==> src/rtl/core/bgr_unpack_scale_to_rgb_assert.svh <==
// Assertion macros for the packed BGR24 to RGB gearbox.
// Used by the top level only; expects clk and rst_n in scope.
`ifndef BGR_UNPACK_SCALE_TO_RGB_ASSERT_SVH
`define BGR_UNPACK_SCALE_TO_RGB_ASSERT_SVH

// Consequent must hold in the same cycle as the antecedent.
`define BGRUS_ASSERT_NOW(label, ante, cons) \
    label: assert property (@(posedge clk) disable iff (!rst_n) (ante) |-> (cons)) \
        else $error("bgrus: same-cycle check failed");

// Consequent must hold in the cycle after the antecedent.
`define BGRUS_ASSERT_NEXT(label, ante, cons) \
    label: assert property (@(posedge clk) disable iff (!rst_n) (ante) |=> (cons)) \
        else $error("bgrus: next-cycle check failed");

`endif

==> src/rtl/core/bgrus_pkg.sv <==
// Shared types, constants and the divide-by-255 helper for the BGR24 gearbox.
// No dependencies.
package bgrus_pkg;

    localparam int NUM_LANES  = 3;
    localparam int CFG_IDX_W  = 2;
    localparam int CFG_DATA_W = 12;
    localparam int DIM_W      = 12;
    localparam int CHAN_W     = 8;

    typedef enum logic [CFG_IDX_W-1:0] {
        REG_FRAME_WIDTH  = 2'd0,
        REG_FRAME_HEIGHT = 2'd1,
        REG_SCALE_MAX    = 2'd2
    } cfg_reg_t;

    typedef struct packed {
        logic [CHAN_W-1:0] r;
        logic [CHAN_W-1:0] g;
        logic [CHAN_W-1:0] b;
    } rgb_t;

    typedef struct packed {
        logic [1:0] count;
        logic       last_hit;
    } grp_meta_t;

    typedef struct packed {
        logic [1:0] carry_count;
        logic       frame_start;
        logic       last_now;
        logic       word_ok;
        logic       grp_valid;
    } gbx_status_t;

    // floor(x / 255) for x up to 255*255
    function automatic logic [CHAN_W-1:0] div255(input logic [2*CHAN_W-1:0] x);
        logic [2*CHAN_W:0] t;
        t = {1'b0, x} + (2*CHAN_W+1)'(x >> CHAN_W) + (2*CHAN_W+1)'(1);
        return t[2*CHAN_W-1:CHAN_W];
    endfunction

endpackage

==> src/rtl/core/bgrus_gearbox.sv <==
// Byte gearbox: joins carried bytes to each word, splits pixels across lanes,
// tracks the frame position and holds the group descriptor. Uses bgrus_pkg.
module bgrus_gearbox
    import bgrus_pkg::*;
#(
    parameter int IMAGE_WIDTH  = 224,
    parameter int IMAGE_HEIGHT = 224
) (
    input  logic              clk,
    input  logic              rst_n,
    input  logic              in_valid,
    output logic              in_stall,
    input  logic [63:0]       packed_word,
    input  logic [DIM_W-1:0]  frame_width,
    input  logic [DIM_W-1:0]  frame_height,
    input  logic              grp_take,
    output logic              lane_load,
    output rgb_t              lane_pix [NUM_LANES],
    output grp_meta_t         grp_meta,
    output gbx_status_t       status
);

    localparam int FRAME_PIXELS = IMAGE_WIDTH * IMAGE_HEIGHT;
    localparam int PIX_W        = $clog2(FRAME_PIXELS);

    logic [15:0]      carry_bytes_reg, carry_bytes_next;
    logic [1:0]       carry_count_reg, carry_count_next;
    logic [PIX_W-1:0] pixel_index_reg, pixel_index_next;
    logic             grp_valid_reg, grp_valid_next;
    grp_meta_t        meta_reg, meta_next;

    logic [79:0]      bytes;
    logic [1:0]       nat_cnt;
    logic [NUM_LANES-1:0] lane_last;
    logic             word_ok;
    logic             accept;
    logic             hit;
    logic [1:0]       cnt;

    always_comb
    begin
        word_ok = ({1'b0, frame_width} == (DIM_W+1)'(IMAGE_WIDTH)) &&
                  ({1'b0, frame_height} == (DIM_W+1)'(IMAGE_HEIGHT));
        in_stall = grp_valid_reg && !grp_take;
        accept   = in_valid && !in_stall;

        case (carry_count_reg)
            2'd0:    bytes = {16'h0000, packed_word};
            2'd1:    bytes = {8'h00, packed_word, carry_bytes_reg[7:0]};
            default: bytes = {packed_word, carry_bytes_reg};
        endcase
        nat_cnt = (carry_count_reg == 2'd0) ? 2'd2 : 2'd3;

        for (int j = 0; j < NUM_LANES; j++)
        begin
            lane_pix[j].b = bytes[24*j +: 8];
            lane_pix[j].g = bytes[24*j+8 +: 8];
            lane_pix[j].r = bytes[24*j+16 +: 8];
            lane_last[j]  = (pixel_index_reg == PIX_W'(FRAME_PIXELS - 1 - j));
        end

        hit = 1'b1;
        if (lane_last[0])
            cnt = 2'd1;
        else if (lane_last[1])
            cnt = 2'd2;
        else if (lane_last[2] && nat_cnt == 2'd3)
            cnt = 2'd3;
        else
        begin
            hit = 1'b0;
            cnt = nat_cnt;
        end

        carry_bytes_next = carry_bytes_reg;
        carry_count_next = carry_count_reg;
        pixel_index_next = pixel_index_reg;
        meta_next        = meta_reg;
        grp_valid_next   = grp_take ? 1'b0 : grp_valid_reg;
        lane_load        = accept && word_ok;

        if (lane_load)
        begin
            grp_valid_next     = 1'b1;
            meta_next.count    = cnt;
            meta_next.last_hit = hit;
            if (hit)
            begin
                carry_bytes_next = 16'h0000;
                carry_count_next = 2'd0;
                pixel_index_next = '0;
            end
            else
            begin
                pixel_index_next = pixel_index_reg + PIX_W'(nat_cnt);
                case (carry_count_reg)
                    2'd0:
                    begin
                        carry_bytes_next = packed_word[63:48];
                        carry_count_next = 2'd2;
                    end
                    2'd1:
                    begin
                        carry_bytes_next = 16'h0000;
                        carry_count_next = 2'd0;
                    end
                    default:
                    begin
                        carry_bytes_next = {8'h00, packed_word[63:56]};
                        carry_count_next = 2'd1;
                    end
                endcase
            end
        end

        grp_meta             = meta_reg;
        status.carry_count   = carry_count_reg;
        status.frame_start   = (pixel_index_reg == '0);
        status.last_now      = hit;
        status.word_ok       = word_ok;
        status.grp_valid     = grp_valid_reg;
    end

    always_ff @(posedge clk or negedge rst_n)
    begin
        if (!rst_n)
        begin
            carry_bytes_reg <= 16'h0000;
            carry_count_reg <= 2'd0;
            pixel_index_reg <= '0;
            grp_valid_reg   <= 1'b0;
            meta_reg        <= '0;
        end
        else
        begin
            carry_bytes_reg <= carry_bytes_next;
            carry_count_reg <= carry_count_next;
            pixel_index_reg <= pixel_index_next;
            grp_valid_reg   <= grp_valid_next;
            meta_reg        <= meta_next;
        end
    end

endmodule

==> src/rtl/core/bgrus_lane.sv <==
// One scaling lane: registers v*scale_max per channel, then divides by 255.
// Uses bgrus_pkg.
module bgrus_lane
    import bgrus_pkg::*;
(
    input  logic              clk,
    input  logic              load,
    input  rgb_t              pix_in,
    input  logic [CHAN_W-1:0] scale_max,
    output rgb_t              pix_out
);

    logic [2*CHAN_W-1:0] prod_r_reg, prod_g_reg, prod_b_reg;

    always_ff @(posedge clk)
    begin
        if (load)
        begin
            prod_r_reg <= pix_in.r * scale_max;
            prod_g_reg <= pix_in.g * scale_max;
            prod_b_reg <= pix_in.b * scale_max;
        end
    end

    always_comb
    begin
        pix_out.r = div255(prod_r_reg);
        pix_out.g = div255(prod_g_reg);
        pix_out.b = div255(prod_b_reg);
    end

endmodule

==> src/rtl/core/bgrus_merge.sv <==
// Merge stage: collects the lane results of one group and sends them out
// one pixel per transfer, flagging the frame's last pixel. Uses bgrus_pkg.
module bgrus_merge
    import bgrus_pkg::*;
(
    input  logic              clk,
    input  logic              rst_n,
    input  logic              grp_valid,
    input  grp_meta_t         grp_meta,
    input  rgb_t              lane_res [NUM_LANES],
    output logic              grp_take,
    output logic              out_valid,
    input  logic              out_stall,
    output logic [CHAN_W-1:0] red_scaled,
    output logic [CHAN_W-1:0] green_scaled,
    output logic [CHAN_W-1:0] blue_scaled,
    output logic              last_pixel
);

    logic       valid_reg, valid_next;
    logic [1:0] pos_reg, pos_next;
    grp_meta_t  meta_reg, meta_next;
    rgb_t       pix_reg [NUM_LANES];
    logic       final_px;
    logic       load;

    always_comb
    begin
        final_px   = (pos_reg == meta_reg.count - 2'd1);
        grp_take   = !valid_reg || (!out_stall && final_px);
        load       = grp_take && grp_valid;
        valid_next = valid_reg;
        pos_next   = pos_reg;
        meta_next  = meta_reg;
        if (grp_take)
        begin
            valid_next = grp_valid;
            pos_next   = 2'd0;
            if (grp_valid)
                meta_next = grp_meta;
        end
        else if (!out_stall)
            pos_next = pos_reg + 2'd1;

        out_valid    = valid_reg;
        red_scaled   = pix_reg[pos_reg].r;
        green_scaled = pix_reg[pos_reg].g;
        blue_scaled  = pix_reg[pos_reg].b;
        last_pixel   = meta_reg.last_hit && final_px;
    end

    always_ff @(posedge clk or negedge rst_n)
    begin
        if (!rst_n)
        begin
            valid_reg <= 1'b0;
            pos_reg   <= 2'd0;
            meta_reg  <= '0;
        end
        else
        begin
            valid_reg <= valid_next;
            pos_reg   <= pos_next;
            meta_reg  <= meta_next;
        end
    end

    always_ff @(posedge clk)
    begin
        if (load)
            pix_reg <= lane_res;
    end

endmodule

==> src/rtl/core/bgr_unpack_scale_to_rgb.sv <==
// Top level of the packed BGR24 to RGB gearbox with channel scaling.
// Depends on bgrus_pkg, bgrus_gearbox, bgrus_lane, bgrus_merge and the assert header.
//
// Each 64-bit word yields up to three R,G,B pixels (two or three away from a
// frame's end), one per output transfer, as words alternate two, three, three
// pixels; the output registers of the merge stage send one pixel per cycle
// while out_stall is low. A word is taken while the previous group is still
// being sent; a word's pixels pass through the lane product registers and
// then the merge stage's output registers. Words that arrive while
// frame_width or frame_height differ from the built size are taken and
// dropped. Configuration may be written only while idle.
`include "bgr_unpack_scale_to_rgb_assert.svh"
module bgr_unpack_scale_to_rgb
    import bgrus_pkg::*;
#(
    parameter int IMAGE_WIDTH  = 224,
    parameter int IMAGE_HEIGHT = 224
) (
    input  logic                  clk,
    input  logic                  rst_n,
    input  logic                  cfg_wr_en,
    input  logic [CFG_IDX_W-1:0]  cfg_index,
    input  logic [CFG_DATA_W-1:0] cfg_data,
    input  logic                  in_valid,
    output logic                  in_stall,
    input  logic [63:0]           packed_word,
    output logic                  out_valid,
    input  logic                  out_stall,
    output logic [CHAN_W-1:0]     red_scaled,
    output logic [CHAN_W-1:0]     green_scaled,
    output logic [CHAN_W-1:0]     blue_scaled,
    output logic                  last_pixel
);

    logic [DIM_W-1:0]  frame_width_reg;
    logic [DIM_W-1:0]  frame_height_reg;
    logic [CHAN_W-1:0] scale_max_reg;

    logic        grp_take;
    logic        lane_load;
    rgb_t        lane_pix [NUM_LANES];
    rgb_t        lane_res [NUM_LANES];
    grp_meta_t   grp_meta;
    gbx_status_t status;

    always_ff @(posedge clk or negedge rst_n)
    begin
        if (!rst_n)
        begin
            frame_width_reg  <= DIM_W'(224);
            frame_height_reg <= DIM_W'(224);
            scale_max_reg    <= CHAN_W'(255);
        end
        else if (cfg_wr_en)
        begin
            unique case (cfg_reg_t'(cfg_index))
                REG_FRAME_WIDTH:  frame_width_reg  <= cfg_data[DIM_W-1:0];
                REG_FRAME_HEIGHT: frame_height_reg <= cfg_data[DIM_W-1:0];
                REG_SCALE_MAX:    scale_max_reg    <= cfg_data[CHAN_W-1:0];
                default:          ;
            endcase
        end
    end

    bgrus_gearbox #(
        .IMAGE_WIDTH  (IMAGE_WIDTH),
        .IMAGE_HEIGHT (IMAGE_HEIGHT)
    ) u_gearbox (
        .clk          (clk),
        .rst_n        (rst_n),
        .in_valid     (in_valid),
        .in_stall     (in_stall),
        .packed_word  (packed_word),
        .frame_width  (frame_width_reg),
        .frame_height (frame_height_reg),
        .grp_take     (grp_take),
        .lane_load    (lane_load),
        .lane_pix     (lane_pix),
        .grp_meta     (grp_meta),
        .status       (status)
    );

    for (genvar j = 0; j < NUM_LANES; j++)
    begin : g_lane
        bgrus_lane u_lane (
            .clk       (clk),
            .load      (lane_load),
            .pix_in    (lane_pix[j]),
            .scale_max (scale_max_reg),
            .pix_out   (lane_res[j])
        );
    end

    bgrus_merge u_merge (
        .clk          (clk),
        .rst_n        (rst_n),
        .grp_valid    (status.grp_valid),
        .grp_meta     (grp_meta),
        .lane_res     (lane_res),
        .grp_take     (grp_take),
        .out_valid    (out_valid),
        .out_stall    (out_stall),
        .red_scaled   (red_scaled),
        .green_scaled (green_scaled),
        .blue_scaled  (blue_scaled),
        .last_pixel   (last_pixel)
    );

    `BGRUS_ASSERT_NOW(a_stall_needs_group, in_stall, status.grp_valid)
    `BGRUS_ASSERT_NOW(a_carry_in_range, 1'b1, status.carry_count != 2'd3)
    `BGRUS_ASSERT_NEXT(a_frame_wrap, lane_load && status.last_now,
        status.frame_start && status.carry_count == 2'd0)
    `BGRUS_ASSERT_NEXT(a_drop_keeps_pos, in_valid && !in_stall && !status.word_ok,
        $stable(status.carry_count) && $stable(status.frame_start))

endmodule

==> config.mk <==
export PLATFORM = sky130hd
export DESIGN_NAME = bgr_unpack_scale_to_rgb
export DESIGN_NICKNAME = d
export VERILOG_FILES = /design/src/rtl/core/bgrus_pkg.sv /design/src/rtl/core/bgrus_gearbox.sv /design/src/rtl/core/bgrus_lane.sv /design/src/rtl/core/bgrus_merge.sv /design/src/rtl/core/bgr_unpack_scale_to_rgb.sv
export VERILOG_INCLUDE_DIRS = /design/src /design/src/rtl/core
export SDC_FILE = /design/constraint.sdc
export NUM_CORES = 2
export LEC_CHECK = 0
export ABC_CLOCK_PERIOD_IN_PS = 5000
export BUFFER_PORTS_ARGS = -buffer_cell sky130_fd_sc_hd__buf_2
export CAP_MARGIN = 20
export CELL_PAD_IN_SITES_DETAIL_PLACEMENT = 1
export CELL_PAD_IN_SITES_GLOBAL_PLACEMENT = 2
export CORE_MARGIN = 1.5
export CORE_UTILIZATION = 39
export DETAILED_ROUTE_END_ITERATION = 8
export GPL_TIMING_DRIVEN = 1
export PLACE_DENSITY_LB_ADDON = 0.1
export SYNTH_ARGS = -nofsm -noshare
export SYNTH_HDL_FRONTEND = slang
export SYNTH_HIERARCHICAL = 1
export SYNTH_SLANG_ARGS = --single-unit
==> constraint.sdc <==
create_clock -name clk -period 5 [get_ports clk]
set_clock_uncertainty 0.05 [all_clocks]
set_input_delay 0.75 -clock clk [delete_from_list [all_inputs] [get_ports clk]]
set_output_delay 0.75 -clock clk [all_outputs]
set_load 0.05 [all_outputs]
==> impl_metrics.py <==
metrics = {
    "final_layout": {
        "nNetsFinal": 4698,
        "fin_area_sq_um": 42400,
        "stdcell_count": 5082,
        "drive_above_1_share_pct": 27.9,
        "syn2layout_area_growth_pct": 26.5,
        "largest_reg_flops": 72,
    },
    "global_routing": {
        "antenna_found_initial": 13,
        "grt_pass1_vias": 29453,
        "grt_overflow": 0,
        "grt_usage_pct": 24.2,
        "grt_pass1_wl_mm": 163,
        "grt_max_degree": 77,
    },
    "synthesis": {
        "syn_area_sq_um": 33600,
        "yosys_warnings": 6,
        "postSynthCellCount": 3370,
        "postSynthAreaPerCell_sq_um": 9.96,
        "syn_nets": 4166,
    },
    "worst_setup_path": {
        "cp-end-kind": "register",
        "crit_slowest_cell": "fa_1",
        "max_stage_delay_ns": 0.55,
        "crit_chain": "buf_12 > buf_12 > buf_12 > mux2i_4 > o21ai_2 > nand2_1 > fa_1 > fa_1 > inv_2 > fa_1 > inv_1 > fa_1 > inv_2 > ha_4 > a21o_1 > a31o_4 > a2111oi_4 > o21ai_1 > xor2_1",
        "critPathTopFamily": "adder cells",
        "critPathKind": "reg2reg",
        "critPathMostFrequentCell": "fa_1",
        "path_buf_inv": 6,
        "cp-start-kind": "register",
        "worstPathRequired_ns": 5.26,
        "crit_fanout": 7,
        "cp.arrival_ns": 5.43,
    },
    "timing": {
        "slew_violations": 0,
        "fmax_mhz": 193,
        "fin_crit_sh_pct": 103,
        "finalCriticalPeriod_ns": 5.17,
        "final_hold_viol_count": 0,
        "worst_pin_slew_ns": 0.986,
        "setup_viol": 25,
        "grt_setup_unrepaired": "true",
        "slew_headroom_pct": 34.2,
        "setup_ws_ns": -0.172,
    },
    "route": {
        "wire_per_inst_um": 20.7,
        "num_vias": 26451,
        "drcViolationCount": 0,
        "ant_nets": 0,
        "wl_mm": 105,
        "drtIter0Drc": 1161,
        "dr.pass1.iters": 5,
        "avgViaCountPerCell": 5.20,
    },
    "run": {
        "cap_viol_max_count": 0,
    },
    "clock_network": {
        "hold_buffers": 0,
        "cts_made_buffers": 39,
        "cts_tree": "yes",
        "htree_levels": 2,
        "cts_sinks": 292,
        "clock-root-buffer": "clkbuf_16",
        "clk_pin_slew_ns": 0.06,
        "clockBufferDepth": 3,
        "clk-insertion-delay-late_ns": 0.58,
    },
    "die": {
        "die_w_um": 296,
        "fp-row-count": 107,
        "coreArea_sq_um": 85300,
        "initial_core_util_pct": 39.4,
        "die_h_um": 296,
        "dieArea_sq_um": 87800,
        "io_pins": 110,
    },
    "power": {
        "finalPower_mw": 22.6,
        "powerDensity_nw_per_um2": 531,
        "peakVddDrop_mv": 0.338,
        "p_leak_nw": 19.5,
    },
    "status": {
        "failed_checks": "negative setup slack",
        "outcome": "finished, violations left",
    },
    "placement": {
        "port_buffers": 109,
        "gp_congestion": 0.892,
        "placedInstanceArea_sq_um": 38500,
        "dpl.hpwl_mm": 82.9,
        "dp_cells": 4935,
    },
    "worst_hold_path": {
        "hold_path.class": "in2async",
    },
}
layer usage:
layer / up-vias / track usage [%] / part of all wire [%]
met3: 140 / 3.23 / 4.5
met1: 13580 / 31.6 / 43
met5: - / 0 / 0.023
met2: 442 / 41.3 / 49
li1: 12285 / - / -
met4: 4 / 7.83 / 2.8
placed cells by master, fill, tap and decap left out, types with 31 or more instances in the layout:
master       n
o21ai_0     77
buf_2      108
a21o_1      31
inv_1      439
fa_1       298
dfrtp_1     59
nor2_1      87
xor2_1      36
edfxtp_1   216
ha_4        34
xnor2_1    117
mux2i_1     70
o21ai_2     58
buf_4      412
a21oi_1     46
and2_1     461
ha_1       351
mux2_2      34
clkbuf_16   41
nand2_1    240
buf_6       36
nand3_1     35
power by group:
part	internal, mW	leakage [nW]	switching (mW)
clock	1.64	0.599	1.13
sequential	3.21	2.87	0.0587
combinational	8.10	16.0	8.41
total	13.0	19.5	9.60
final timing paths:
| check | slack (ns) | start | to | depth (start not counted) |
|---|---|---|---|---|
| min in group clk | 0.38 | cfg_data[11] | frame_width_reg[11] | 2 |
| min | 0.31 | rst_n | u_merge/pos_reg[0] | 1 |
| min reg2reg | 0.43 | u_gearbox/grp_meta[0] | u_gearbox/grp_meta[0] | 2 |
| max in group asynchronous | 3.85 | rst_n | u_gearbox/carry_count_reg[0] | 1 |
| max reg2reg | -0.17 | u_gearbox/carry_count_reg[0] | g_lane[1].u_lane/prod_r_reg[14] | 19 |
| max | -0.17 | u_gearbox/carry_count_reg[0] | g_lane[1].u_lane/prod_r_reg[14] | 19 |
area by class of cell:
cell class | count | area, sq um
Tap cell | 1144 | 1430
Sequential cell | 292 | 8410
Clock buffer | 47 | 1050
Antenna cell | 9 | 22.5
Fill cell | 9455 | 42800
Timing Repair Buffer | 586 | 4620
Multi-Input combinational cell | 2511 | 24900
Inverter | 472 | 1780
Clock inverter | 21 | 190
through the flow:
step                      setup slack (ns)  util, %  setup TNS, ns  hold slack, ns
after floorplan                   0.000758        -              0           0.385
after global placement              -0.473     45.2         -13.22           0.406
after detailed placement            -0.557     45.2         -16.80           0.420
after CTS                           -0.166     48.1          -1.16           0.312
after global routing                -0.338     49.8          -7.98           0.353
final                               -0.172     49.8          -1.86           0.305
worst register-to-register path: cells and delay by family, from the launching register on:
family                   cells  cell delay [ns]
AO/OA/AOI/OAI                5             1.14
XOR/XNOR                     1             0.15
adder cells (fa/ha/maj)      5             2.21
buffers and inverters        6             0.57
flip-flops                   1             0.50
multiplexers                 1             0.19
AND/OR/NAND/NOR              1             0.10
repair_timing:
action                                  in CTS  in global routing
endpoints found under the setup margin      50                 56
pin swaps                                  123                199
resized for setup                          236                273
buffers inserted                            37                 42
gates cloned                                 0                  0
No activity file was read; power rests on OpenSTA's default activity.
